==> config.mk <==
export PLATFORM = sky130hd
export DESIGN_NAME = json_string_field_extractor
export DESIGN_NICKNAME = d
export VERILOG_FILES = /design/src/rtl/jsfe_pkg.sv /design/src/rtl/json_string_field_extractor.sv
export SDC_FILE = /design/constraint.sdc
export NUM_CORES = 1
export LEC_CHECK = 0
export BUFFER_PORTS_ARGS = -buffer_cell sky130_fd_sc_hd__buf_2
export CAP_MARGIN = 20
export CORE_MARGIN = 1
export CORE_UTILIZATION = 49
export DETAILED_ROUTE_END_ITERATION = 16
export MAX_ROUTING_LAYER = met4
export PLACE_DENSITY = 0.7
export SLEW_MARGIN = 20
export SYNTH_ARGS = -nofsm -noshare
export SYNTH_HDL_FRONTEND = slang
export SYNTH_SLANG_ARGS = --single-unit
==> constraint.sdc <==
create_clock -name clk -period 2.12 [get_ports clk]
set_input_delay 0.212 -clock clk [delete_from_list [all_inputs] [get_ports clk]]
set_output_delay 0.212 -clock clk [all_outputs]
set_load 0.01 [all_outputs]
==> src/rtl/jsfe_pkg.sv <==
`timescale 1ns / 1ps
// ----------------------------------------------------------------------------
// jsfe_pkg
// shared types, character codes and helpers for the json string field
// extractor
// ----------------------------------------------------------------------------
package jsfe_pkg;

	localparam int KEY_BYTES = 8;
	localparam int LEN_W     = 4;
	localparam int WIN_DEPTH = KEY_BYTES + 1;
	localparam int HEX_W     = 3;

	typedef logic [7:0]       byte_t;
	typedef logic [LEN_W-1:0] key_len_t;
	typedef logic [HEX_W-1:0] hex_cnt_t;

	// register indexes on the configuration port
	localparam logic REG_KEY_BYTES  = 1'b0;
	localparam logic REG_KEY_LENGTH = 1'b1;

	localparam byte_t CH_QUOTE     = 8'h22;
	localparam byte_t CH_BACKSLASH = 8'h5C;
	localparam byte_t CH_COLON     = 8'h3A;
	localparam byte_t CH_SPACE     = 8'h20;
	localparam byte_t CH_TAB       = 8'h09;
	localparam byte_t CH_LF        = 8'h0A;
	localparam byte_t CH_CR        = 8'h0D;
	localparam byte_t CH_BS        = 8'h08;
	localparam byte_t CH_FF        = 8'h0C;
	localparam byte_t CH_N         = 8'h6E;
	localparam byte_t CH_R         = 8'h72;
	localparam byte_t CH_T         = 8'h74;
	localparam byte_t CH_B         = 8'h62;
	localparam byte_t CH_F         = 8'h66;
	localparam byte_t CH_U         = 8'h75;

	localparam hex_cnt_t HEX_DIGITS = 3'd4;

	typedef enum logic [2:0] {
		PH_SEARCH   = 3'd0,
		PH_COLON    = 3'd1,
		PH_BLANKS   = 3'd2,
		PH_VALUE    = 3'd3,
		PH_ESCAPE   = 3'd4,
		PH_HEX      = 3'd5,
		PH_FINISHED = 3'd6
	} phase_t;

	function automatic byte_t unescape(input byte_t c);
		byte_t r;
		case (c)
			CH_N:    r = CH_LF;
			CH_R:    r = CH_CR;
			CH_T:    r = CH_TAB;
			CH_B:    r = CH_BS;
			CH_F:    r = CH_FF;
			default: r = c;
		endcase
		return r;
	endfunction

endpackage

==> src/rtl/json_string_field_extractor.sv <==
`timescale 1ns / 1ps
// ----------------------------------------------------------------------------
// json_string_field_extractor
// finds a quoted key in a byte stream and returns the unescaped string value
// that follows it, one byte per result beat, closed by a status beat
// ----------------------------------------------------------------------------
//
//  channel | signals                                    | dir | handshake
//  --------+--------------------------------------------+-----+--------------
//  in      | data_byte, end_of_message                  | in  | in_valid/in_stall
//  out     | value_byte, done_res, found                | out | out_valid/out_stall
//  cfg     | cfg_index, cfg_data                        | in  | cfg_valid/cfg_ready
//
//  one input byte per cycle sustained while out_stall does not hold the result
//  register; a byte lands in the input register, is parsed in the following
//  cycle and its result beat is loaded into the result register when the
//  input register moves forward
//  the parse step is the phase machine plus the window compare against the key
//  reset clears the phase, the \u counter, the byte window and the key registers
//  out_stall holds the result register; in_stall rises only when the input
//  register is full and cannot move forward
//
module json_string_field_extractor
	import jsfe_pkg::*;
(
	input  logic        clk,
	input  logic        arst_n,
	// byte stream in
	input  logic        in_valid,
	output logic        in_stall,
	input  logic [7:0]  data_byte,
	input  logic        end_of_message,
	// result beats out
	output logic        out_valid,
	input  logic        out_stall,
	output logic [7:0]  value_byte,
	output logic        done_res,
	output logic        found,
	// register writes
	input  logic        cfg_valid,
	output logic        cfg_ready,
	input  logic        cfg_index,
	input  logic [63:0] cfg_data
);

	// configuration
	logic [8*KEY_BYTES-1:0] key_bytes_q;
	key_len_t               key_len_q;

	// input register
	logic  valid_s1;
	byte_t byte_s1;
	logic  eom_s1;

	// parse state
	phase_t   phase_q, phase_d;
	hex_cnt_t hex_q, hex_d;
	byte_t    win_q [WIN_DEPTH];

	// result register
	logic  out_valid_q;
	byte_t value_byte_q;
	logic  done_q;
	logic  found_q;

	logic                 adv;
	logic [WIN_DEPTH-1:0] match_len;
	logic                 needle;
	logic                 emit_byte;
	logic                 emit_done;
	logic                 emit_found;
	byte_t                emit_val;
	logic                 has_result;

	// the input register moves on whenever the result register is free or draining
	assign adv       = valid_s1 && (!out_valid_q || !out_stall);
	assign in_stall  = valid_s1 && !adv;
	assign cfg_ready = 1'b1;

	// ---------------- configuration registers ----------------
	always_ff @(posedge clk or negedge arst_n) begin
		if (!arst_n) begin
			key_bytes_q <= '0;
			key_len_q   <= '0;
		end else if (cfg_valid && cfg_ready) begin
			case (cfg_index)
				REG_KEY_BYTES:  key_bytes_q <= cfg_data[8*KEY_BYTES-1:0];
				REG_KEY_LENGTH: begin
					// lengths above KEY_BYTES saturate to KEY_BYTES
					if (cfg_data[LEN_W-1:0] > key_len_t'(KEY_BYTES))
						key_len_q <= key_len_t'(KEY_BYTES);
					else
						key_len_q <= cfg_data[LEN_W-1:0];
				end
				default: ;
			endcase
		end
	end

	// ---------------- input register ----------------
	always_ff @(posedge clk or negedge arst_n) begin
		if (!arst_n) begin
			valid_s1 <= 1'b0;
		end else if (in_valid && !in_stall) begin
			valid_s1 <= 1'b1;
		end else if (adv) begin
			valid_s1 <= 1'b0;
		end
	end

	always_ff @(posedge clk) begin
		if (in_valid && !in_stall) begin
			byte_s1 <= data_byte;
			eom_s1  <= end_of_message;
		end
	end

	// ---------------- key window compare ----------------
	// one candidate per key length: the newest bytes spell the key in order,
	// key byte 0 oldest, with a quote just before it
	always_comb begin
		match_len = '0;
		for (int l = 0; l < WIN_DEPTH; l++) begin
			match_len[l] = (win_q[l] == CH_QUOTE);
			for (int j = 0; j < l; j++) begin
				if (win_q[l-1-j] != key_bytes_q[8*j +: 8])
					match_len[l] = 1'b0;
			end
		end
	end

	assign needle = (byte_s1 == CH_QUOTE) && match_len[key_len_q];

	// ---------------- phase machine: next state ----------------
	always_comb begin
		phase_d = phase_q;
		hex_d   = hex_q;
		case (phase_q)
			PH_SEARCH: if (needle) phase_d = PH_COLON;
			PH_COLON:  if (byte_s1 == CH_COLON) phase_d = PH_BLANKS;
			PH_BLANKS: begin
				if (byte_s1 == CH_QUOTE)
					phase_d = PH_VALUE;
				else if (byte_s1 != CH_SPACE && byte_s1 != CH_TAB)
					phase_d = PH_FINISHED;
			end
			PH_VALUE: begin
				if (byte_s1 == CH_BACKSLASH)
					phase_d = PH_ESCAPE;
				else if (byte_s1 == CH_QUOTE)
					phase_d = PH_FINISHED;
			end
			PH_ESCAPE: begin
				if (byte_s1 == CH_U) begin
					hex_d   = HEX_DIGITS;
					phase_d = PH_HEX;
				end else begin
					phase_d = PH_VALUE;
				end
			end
			PH_HEX: begin
				hex_d = hex_q - hex_cnt_t'(1);
				if (hex_q == hex_cnt_t'(1)) phase_d = PH_VALUE;
			end
			default: ;
		endcase
		// final byte of a message always starts over
		if (eom_s1) begin
			phase_d = PH_SEARCH;
			hex_d   = '0;
		end
	end

	// ---------------- phase machine: outputs ----------------
	always_comb begin
		emit_byte  = 1'b0;
		emit_done  = 1'b0;
		emit_found = 1'b0;
		emit_val   = '0;
		case (phase_q)
			PH_BLANKS: begin
				// anything but a blank or the opening quote is malformed
				if (byte_s1 != CH_QUOTE && byte_s1 != CH_SPACE && byte_s1 != CH_TAB)
					emit_done = 1'b1;
			end
			PH_VALUE: begin
				if (byte_s1 == CH_QUOTE) begin
					emit_done  = 1'b1;
					emit_found = 1'b1;
				end else if (byte_s1 != CH_BACKSLASH) begin
					emit_byte = 1'b1;
					emit_val  = byte_s1;
				end
			end
			PH_ESCAPE: begin
				if (byte_s1 != CH_U) begin
					emit_byte = 1'b1;
					emit_val  = unescape(byte_s1);
				end
			end
			default: ;
		endcase
		if (eom_s1) begin
			// message ends without a status: report not found, drop any value byte
			if (!emit_done && phase_q < PH_FINISHED)
				emit_done = 1'b1;
			emit_byte = 1'b0;
		end
	end

	assign has_result = emit_done || emit_byte;

	// ---------------- state registers ----------------
	always_ff @(posedge clk or negedge arst_n) begin
		if (!arst_n) begin
			phase_q <= PH_SEARCH;
			hex_q   <= '0;
			for (int i = 0; i < WIN_DEPTH; i++) win_q[i] <= '0;
		end else if (adv) begin
			phase_q <= phase_d;
			hex_q   <= hex_d;
			if (eom_s1) begin
				for (int i = 0; i < WIN_DEPTH; i++) win_q[i] <= '0;
			end else begin
				win_q[0] <= byte_s1;
				for (int i = 1; i < WIN_DEPTH; i++) win_q[i] <= win_q[i-1];
			end
		end
	end

	// ---------------- result register ----------------
	always_ff @(posedge clk or negedge arst_n) begin
		if (!arst_n) begin
			out_valid_q <= 1'b0;
		end else if (adv) begin
			out_valid_q <= has_result;
		end else if (!out_stall) begin
			out_valid_q <= 1'b0;
		end
	end

	always_ff @(posedge clk) begin
		if (adv) begin
			value_byte_q <= emit_done ? '0 : emit_val;
			done_q       <= emit_done;
			found_q      <= emit_done && emit_found;
		end
	end

	assign out_valid  = out_valid_q;
	assign value_byte = value_byte_q;
	assign done_res   = done_q;
	assign found      = found_q;

	// ---------------- checks ----------------
	a_eom_restarts: assert property (@(posedge clk) disable iff (!arst_n)
		adv && eom_s1 |=> phase_q == PH_SEARCH && hex_q == '0)
		else $error("final byte did not restart the parser");

	a_hex_nonzero: assert property (@(posedge clk) disable iff (!arst_n)
		phase_q == PH_HEX |-> hex_q != '0)
		else $error("\\u skip phase with an empty counter");

	a_finished_quiet: assert property (@(posedge clk) disable iff (!arst_n)
		adv && phase_q == PH_FINISHED |=> !out_valid_q)
		else $error("result beat after the status beat");

	a_value_beat_clean: assert property (@(posedge clk) disable iff (!arst_n)
		out_valid_q && !done_q |-> !found_q)
		else $error("found set on a value byte beat");

	a_search_no_count: assert property (@(posedge clk) disable iff (!arst_n)
		phase_q == PH_SEARCH |-> hex_q == '0)
		else $error("\\u counter left over in key search");

endmodule
After elaboration in Yosys (flattened, before gate mapping)
Cells that the tools add are included.
{"block": "word_totals", "ff_bits": 167, "inputBits": 79, "output_inout_bits": 13, "elab_cells": 194}
{"block": "classes", "addsub": 1, "order_cmp": 3, "n_eq_ne": 72, "n_mux": 73, "bitwise": 1, "reduce_logical": 24}
{"op": "8-bit != test", "n": 36}
{"op": "8-bit by 6-bit equality test with 1-bit output, second input constant", "n": 11}
{"op": "72-bit 2-to-1 mux", "n": 1}
{"op": "8-bit by 7-bit equality test with 1-bit output, second input constant", "n": 7}
{"op": "1-bit 2-to-1 mux", "n": 50}
{"op": "8-bit case mux with 5 select lines", "n": 1}
{"op": "3-bit 2-to-1 mux", "n": 11}
{"op": "8-bit 2-to-1 mux", "n": 3}
{"op": "3-bit case mux with 6 select lines", "n": 1}
{"op": "8-bit by 6-bit != test with 1-bit output, second input constant", "n": 2}
{"op": "8-bit by 7-bit != test with 1-bit output, second input constant", "n": 2}
{"op": "8-bit case mux with 2 select lines", "n": 1}
{"op": "3-bit != test, second input constant", "n": 4}
{"op": "1-bit logical AND", "n": 9}
{"op": "4-bit != test, second input constant", "n": 2}
{"op": "8-bit by 4-bit != test with 1-bit output, second input constant", "n": 1}
{"op": "7-bit AND reduction", "n": 1}
{"op": "7-bit nonzero test", "n": 1}
{"op": "3-bit by 1-bit equality test with 1-bit output, second input constant", "n": 2}
{"op": "3-bit by 2-bit equality test with 1-bit output, second input constant", "n": 2}
{"op": "3-bit equality test, second input constant", "n": 2}
{"op": "3-bit case mux with 2 select lines", "n": 1}
{"op": "1-bit logical NOT", "n": 5}
{"op": "4-bit by 5-bit less-than comparator with 1-bit output, second input constant", "n": 1}
{"op": "14 further kinds", "n": 17}

Longest topological paths before layout
Gate-level depths: netlist of run 1.
{"block": "depth", "depth_word": 15, "depth_mapped": 9, "mapped_depth_nobuf": 7}

Worst setup path after synthesis of run 1
No wires, ideal clock.
{"block": "synth_path", "path_kind": "register to register", "start": "reg key_bytes_q[4]", "end": "reg phase_q[2]", "setup_ns": 0.121, "arrival_time_ns": 2.159, "required_ns": 1.999, "setup_slack_ns": -0.160, "stages_incl_launch_ff": 9, "n_path_buf": 1, "synth_period_minus_slack_ns": 2.280, "cell_sequence": "dfrtp_1 clkbuf_1 xor2_1 nor4_1 nand4_1 or4_1 a311oi_2 o31ai_1 a22o_1"}
{"block": "synth_via", "elab_chain_len": 14, "word_cells_on_any_way": 49, "cone_classes": "9 x eq/ne; 38 x mux; 2 x reduce/logical"}
{"item": "from (decl)", "line": "json_string_field_extractor.sv:47", "source": "logic [8*KEY_BYTES-1:0] key_bytes_q;"}
{"item": "from (signal assigned)", "line": "json_string_field_extractor.sv:87", "source": "REG_KEY_BYTES: key_bytes_q <= cfg_data[8*KEY_BYTES-1:0];"}
{"item": "8-bit != test", "line": "json_string_field_extractor.sv:126", "source": "if (win_q[l-1-j] != key_bytes_q[8*j +: 8])"}
{"item": "1-bit 2-to-1 mux (8 in series)", "line": "json_string_field_extractor.sv:126"}
{"item": "1-bit binary-select mux with 4-bit select (*)", "line": "json_string_field_extractor.sv:132", "source": "assign needle = (byte_s1 == CH_QUOTE) && match_len[key_len_q];"}
{"item": "1-bit 2-to-1 mux (implied by the code) (*)", "line": "json_string_field_extractor.sv:132"}
{"item": "1-bit logical AND (*)", "line": "json_string_field_extractor.sv:132"}
{"item": "3-bit != test (no source line) (*)"}
{"item": "7-bit AND reduction (no source line) (*)"}
{"item": "to (signal assigned)", "line": "json_string_field_extractor.sv:220", "source": "phase_q <= phase_d;"}
{"item": "to (decl)", "line": "json_string_field_extractor.sv:56", "source": "phase_t phase_q, phase_d;"}
Every way passes the cells marked *; elsewhere a longest branch is shown, timed or not. The select of a mux whose other input is x is not followed.
A chain may end at the register's enable or synchronous reset.

Final worst setup path of run 1
{"block": "layout_path", "start": "reg key_bytes_q[11]", "end": "reg phase_q[2]"}
{"block": "layout_via", "elab_chain_len": 13, "word_cells_on_any_way": 40, "cone_classes": "8 x eq/ne; 30 x mux; 2 x reduce/logical"}
{"item": "8-bit != test", "line": "json_string_field_extractor.sv:126"}
{"item": "1-bit 2-to-1 mux (7 in series)", "line": "json_string_field_extractor.sv:126"}
{"item": "1-bit binary-select mux with 4-bit select (*)", "line": "json_string_field_extractor.sv:132"}
{"item": "1-bit 2-to-1 mux (implied by the code) (*)", "line": "json_string_field_extractor.sv:132"}
{"item": "1-bit logical AND (*)", "line": "json_string_field_extractor.sv:132"}
{"item": "3-bit != test (no source line) (*)"}
{"item": "7-bit AND reduction (no source line) (*)"}
Marked as above.

==> flow_summary.toml, run 1 <==
[critical_path]
worstPathRequired_ps = 2440
critPathArrivalTime_ps = 2760
critPathKind = "reg -> reg"
worstReg2RegEnd = "phase_q[2]"
reg2reg_slack_ps = -310
rr_worst_depth = 8
critPathMaxFanout = 4
crit_path_end_kind = "register"
r2r_start = "key_bytes_q[11]"
crit_path_start_kind = "register"
cp-endpoint = "phase_q[2]"
worstSetupStartpoint = "key_bytes_q[11]"

[power]
p_clk_frac = 0.247
p_sw_frac = 0.382
p_sw_mw = 4.82
power.share.sequential = 0.340
power_frac_comb = 0.413
power.leakage_nw = 6.36
p_int_mw = 7.78
ir_drop_mv = 0.603
finalPower_mw = 12.6
power_density_mw_per_mm2 = 853

[layout]
final_nets = 1518
final_cell_mix = "255 x buf_4, 179 x xnor2_1, 156 x nand2_1"
instances_no_fill = 1725
drive_gt1_frac = 0.378
area_growth_pct = 39.6
diodes = 0
final_common_cell = "buf_4"

[sta]
setup_ws_ps = -314
rsz0062_at_grt = "yes"
clock.fmax_ghz = 0.411
hold_violations = 0
fin_worst_skew_ps = 12.2
tightest_slew_ps = 706
setup_viol = 13
fin_crit_ps = 2430
slew_headroom = 0.528
maxSlewViolCount = 0
period_share = 1.15
hold_ws_ps = 8.45

[clocking]
cts_tree = "yes"
cts_htree_levels = 4
worstSkewPairLatency_ps = 440
cts.sink_count = 167
root_buffer = "clkbuf_16"
clk_pin_slew_ps = 70
cts_buffer_depth = 2
cts_buffers = 17

[global_route]
grt_max_degree = 144
antenna_found_initial = 1
grt_pass1_vias = 9734
grt-ovfl-total = 0
grt_pass1_wl_um = 62700
track_usage = 0.413

[synth]
synth_largest_area_cell = "dfrtp_1"
syn_inst = 1124
synthArstFlopShare = 0.886
ys_ff_latch = 167
seq_area_frac_synth = 0.404
synth_edf_count = 19
synth_warnings = 0
synth_nets = 1205
synth_flop_cell = "dfrtp_1"
synthTopCellsByArea = "dfrtp_1 35%, xnor2_1 15%, xor2_1 8.2%"
syn_avg_cell_area_um2 = 9.41
ys_types = 64
synth_top_area_share = 0.350
netlist_area_mm2 = 0.0106

[floorplanning]
die_area_mm2 = 0.0222
io_pins = 92
core_area_mm2 = 0.0211
die_h_um = 149
start_util = 0.501
num_rows = 53
die_x_um = 149

[routing]
drc = 0
vias = 9812
antenna_left = 0
via_per_inst = 5.69
initialDrtViolationCount = 914
wire_per_inst_um = 24.9
routed_wl_um = 42900
firstDrtPassIters = 5

[place]
post-place-ws_ps = -496
hpwlAfterDp_um = 32900
place_congestion = 1.04
dp_cells = 1632
portBuffers = 90

[run_status]
violations = "setup timing"
status = "complete, but fails checks"

[worst_hold_path]
whs_path_depth = 2
worstHoldPathType = "in -> reg"

[run]
max-cap-violations = 0
==> stage by stage <==
stage / TNS [ps] / util / instance area [um2]
6_report: -2470 / 0.700 / 14800
5_1_grt: -3030 / 0.700 / 14800
4_1_cts: -1420 / 0.691 / 14600
3_5_place_dp: -2420 / 0.630 / 13300
3_3_place_gp: -2010 / 0.630 / 13300
2_1_floorplan: -816 / - / 10600
==> how the worst min path moves through the flow <==
stage / startpoint / end / slack (ps)
detailed placement: arst_n / win_q[32] / 190
global route: cfg_data[43] / key_bytes_q[43] / 3
global placement: arst_n / win_q[32] / 190
CTS: cfg_data[23] / key_bytes_q[23] / 0.4
floorplan: arst_n / hex_q[0] / -80
finish: cfg_data[23] / key_bytes_q[23] / 8
==> worst max-delay path: stages (launching register included) <==
cell,delay (ps)
dfrtp_1,600
buf_4,200
xnor2_1,100
nand3_1,130
or4_1,540
a311oi_2,320
buf_4,180
o31ai_4,60
a22o_1,180
==> power by group through the flow <==
| stage | sequential [mW] | clock (mW) | combinational (mW) |
|---|---|---|---|
| floorplan | 3.88 | 0 | 2.72 |
| global placement | 4.29 | 0 | 4.67 |
| detailed placement | 4.31 | 0 | 4.68 |
| CTS | 4.24 | 3.15 | 4.98 |
| global route | 4.30 | 3.26 | 5.46 |
| finish | 4.28 | 3.12 | 5.20 |
==> cell usage after synthesis (3+ instances only) <==
library cell	n
a21oi_1	7
a22o_1	3
and3_1	6
buf_1	16
buf_2	11
clkbuf_1	96
dfrtp_1	148
edfxtp_1	19
inv_1	10
mux2_2	64
nand2_1	160
nand2b_1	6
nand3_1	13
nand3b_1	5
nand4_1	55
nor2_1	20
nor3_1	9
nor4_1	34
nor4b_1	11
o21ai_0	78
o2bb2ai_1	3
o31ai_1	5
or2_2	3
or4_1	4
xnor2_1	187
xor2_1	99
==> cells by family (layout without fill, tap and decap cells) <==
family / after synthesis / in the layout / synth area share
AND/OR/NAND/NOR: 343 / 343 / 0.166
XOR/XNOR: 286 / 286 / 0.237
multiplexers: 64 / 64 / 0.0681
AO/OA/AOI/OAI: 122 / 122 / 0.0700
other: 1 / 1 / 0.000355
flip-flops: 167 / 167 / 0.404
adder cells (fa/ha/maj): 2 / 2 / 0.00237
buffers and inverters: 139 / 465 / 0.0525
==> registers in the layout, summed over array words and instances (netlist names) <==
signal and flops:
win_q 72, key_bytes_q 64, byte_s1 8, value_byte 8, key_len_q 4, hex_q 3
phase_q 3, done_res 1, eom_s1 1, found 1, out_valid 1, valid_s1 1
==> final cells by class <==
type / count / area [um2]
repair buffers: 421 / 3440
multi-input cells: 818 / 6060
flip-flops and latches: 167 / 4290
well taps: 275 / 344
inverters: 12 / 45.0
clock inverters: 15 / 151
fillers: 1625 / 6330
clock buffers: 17 / 425
==> timing repair <==
action                                  CTS  global route
resized for setup                        48            21
pin swaps                                28            19
setup buffers                            18             7
endpoints found under the setup margin   13            14
hold buffers                             36             1
endpoints found under the hold margin    78             1
==> metal layers <==
metal / GRT usage / wire (um) / part of all wire
met2: 0.606 / 19000 / 0.44
met3: 0.100 / 3940 / 0.092
met4: 0.146 / 1460 / 0.034
met1: 0.554 / 18400 / 0.43
met5: - / 0 / 0
No activity file was read; power rests on OpenSTA's default activity.
==> inputs of run 2 (changes only) <==
- PLACE_DENSITY: 0.7 -> 0.71
- clock period: 2.12 -> 2.1 ns (I/O delays scaled with it)
==> run 2 against run 1 <==
Against the previous run:
- flip-flop and latch count stayed put
- clock power up 2%
- combinational power fell by 3%
- the flow still finishes with violations (setup timing)
- global-route usage up 0.56 points
- non-clock buffer count down 19
- sequential power is 2% higher
- first-iteration DRC count rose by 14%
- sequential share of layout area increased by 0.45 points
- power rose by 0.22%
==> flow_summary.toml, run 2 (synthesis gave the netlist of run 1 again) <==
[run_status]
status = "complete, but fails checks"
violations = "setup timing"

[sta]
slew_headroom = 0.597
maxSlewViolCount = 0
setup_viol = 13
clock.fmax_ghz = 0.408
period_share = 1.17
hold_violations = 0
fin_worst_skew_ps = 12.7
rsz0062_at_grt = "yes"
tightest_slew_ps = 598
setup_ws_ps = -349
hold_ws_ps = 2.01
fin_crit_ps = 2450

[critical_path]
worstSetupStartpoint = "win_q[45]"
worstReg2RegEnd = "phase_q[2]"
path_depth = 7
cp_slowest_cell = "dfrtp_1"
r2r_start = "win_q[45]"
path_delay_family = "simple AND/OR/NAND/NOR gates"
critPathKind = "reg -> reg"
reg2reg_slack_ps = -350
critPathMaxStageDelay_ps = 500
crit_path_start_kind = "register"
path_cells = "buf_4, xnor2_1, nand4_1, nor3_1, a211o_1, o31ai_4, a22o_1"
rr_worst_depth = 7
critPathArrivalTime_ps = 2780
crit_path_end_kind = "register"
path_buf_inv = 1
critPathMaxFanout = 4
cp-endpoint = "phase_q[2]"
worstPathRequired_ps = 2430

[run]
max-cap-violations = 0

[routing]
via_per_inst = 5.77
initialDrtViolationCount = 1038
drc = 0
routed_wl_um = 43600
firstDrtPassIters = 5
wire_per_inst_um = 25.6
vias = 9840
antenna_left = 0

[power]
power.share.sequential = 0.347
p_sw_mw = 4.89
p_sw_frac = 0.387
power_density_mw_per_mm2 = 868
finalPower_mw = 12.6
p_clk_frac = 0.252
p_int_mw = 7.74
power_frac_comb = 0.400
power.leakage_nw = 6.20
ir_drop_mv = 0.587

[layout]
area_growth_pct = 37.5
final_cell_mix = "230 x buf_4, 183 x xnor2_1, 159 x nand2_1"
largest_registers = "win_q x72, key_bytes_q x64"
final_common_cell = "buf_4"
final_nets = 1499
largest_reg_flops = 72
drive_gt1_frac = 0.354
diodes = 0
top_register = "win_q"
fillers = 1650

[clocking]
clk_pin_slew_ps = 80
cts_buffers = 17
cts.sink_count = 167
worstSkewPairLatency_ps = 450
cts_htree_levels = 4
cts_buffer_depth = 2
root_buffer = "clkbuf_16"
cts_tree = "yes"

[worst_hold_path]
worstHoldPathType = "in -> reg"

[floorplanning]
die_x_um = 149
start_util = 0.501
core_area_mm2 = 0.0211
num_rows = 53
io_pins = 92
die_area_mm2 = 0.0222
die_h_um = 149

[global_route]
grt_pass1_wl_um = 63200
antenna_found_initial = 0
grt-ovfl-total = 0
track_usage = 0.418
grt_pass1_vias = 9706
grt_max_degree = 144

[place]
place_congestion = 1.09
post-place-ws_ps = -491
portBuffers = 90
hpwlAfterDp_um = 33100
## run 2: cell types whose count changed in the layout (fill, tap and decap cells not counted), moves of 2 or more
cell,delta
buf_4,-25
dlygate4sd3_1,+13
buf_12,-5
xnor2_1,+4
nand2_1,+3
nand2_2,-3
xnor2_2,-3
buf_6,-2
inv_8,-2
nand3_2,-2
## run 2: layout make-up
| cell class | count | area, um2 | share of cell area |
|---|---|---|---|
| clock buffers | 17 | 425 | 0.0293 |
| clock inverters | 15 | 153 | 0.0105 |
| inverters | 12 | 45.0 | 0.00310 |
| multi-input cells | 818 | 6010 | 0.414 |
| flip-flops and latches | 167 | 4290 | 0.295 |
| well taps | 275 | 344 | 0.0237 |
| repair buffers | 402 | 3260 | 0.224 |
## run 2: power groups by stage
stage / logic (mW) / clock network [mW] / registers [mW]
floorplan: 2.75 / 0 / 3.91
global placement: 4.62 / 0 / 4.40
detailed placement: 4.61 / 0 / 4.40
CTS: 4.81 / 3.21 / 4.34
global route: 5.33 / 3.34 / 4.40
finish: 5.05 / 3.19 / 4.38
## run 2: how the worst min path moves through the flow
stage | startpoint | to | slack [ps] | depth (start not counted)
2_1_floorplan | arst_n | hex_q[0] | -90 | 0
3_3_place_gp | arst_n | win_q[44] | 160 | 1
3_5_place_dp | arst_n | win_q[44] | 160 | 1
4_1_cts | cfg_data[33] | key_bytes_q[33] | 0.8 | 2
5_1_grt | cfg_data[47] | key_bytes_q[47] | 1 | 2
6_report | cfg_data[11] | key_bytes_q[11] | 2 | 2
## run 2: timing repair
item / CTS / global route
pin swaps: 16 / 15
gates resized for setup: 25 / 37
setup endpoints to repair: 12 / 16
hold buffers: 49 / 1
endpoints found under the hold margin: 80 / 1
buffers inserted: 5 / 6
## run 2: per-layer routing
metal | wire length, um | track usage
met1 | 18300 | 0.552
met2 | 18700 | 0.593
met4 | 1970 | 0.195
met5 | 0 | -
met3 | 4610 | 0.113
## run 2: per-stage QoR
stage	cells	utilization	setup TNS (ps)	instance area, um2
floorplan	1124	-	-1040	10600
global placement	1614	0.621	-2390	13100
detailed placement	1614	0.621	-2390	13100
CTS	1700	0.679	-2050	14300
global route	1706	0.689	-3630	14500
finish	1706	0.689	-2480	14500
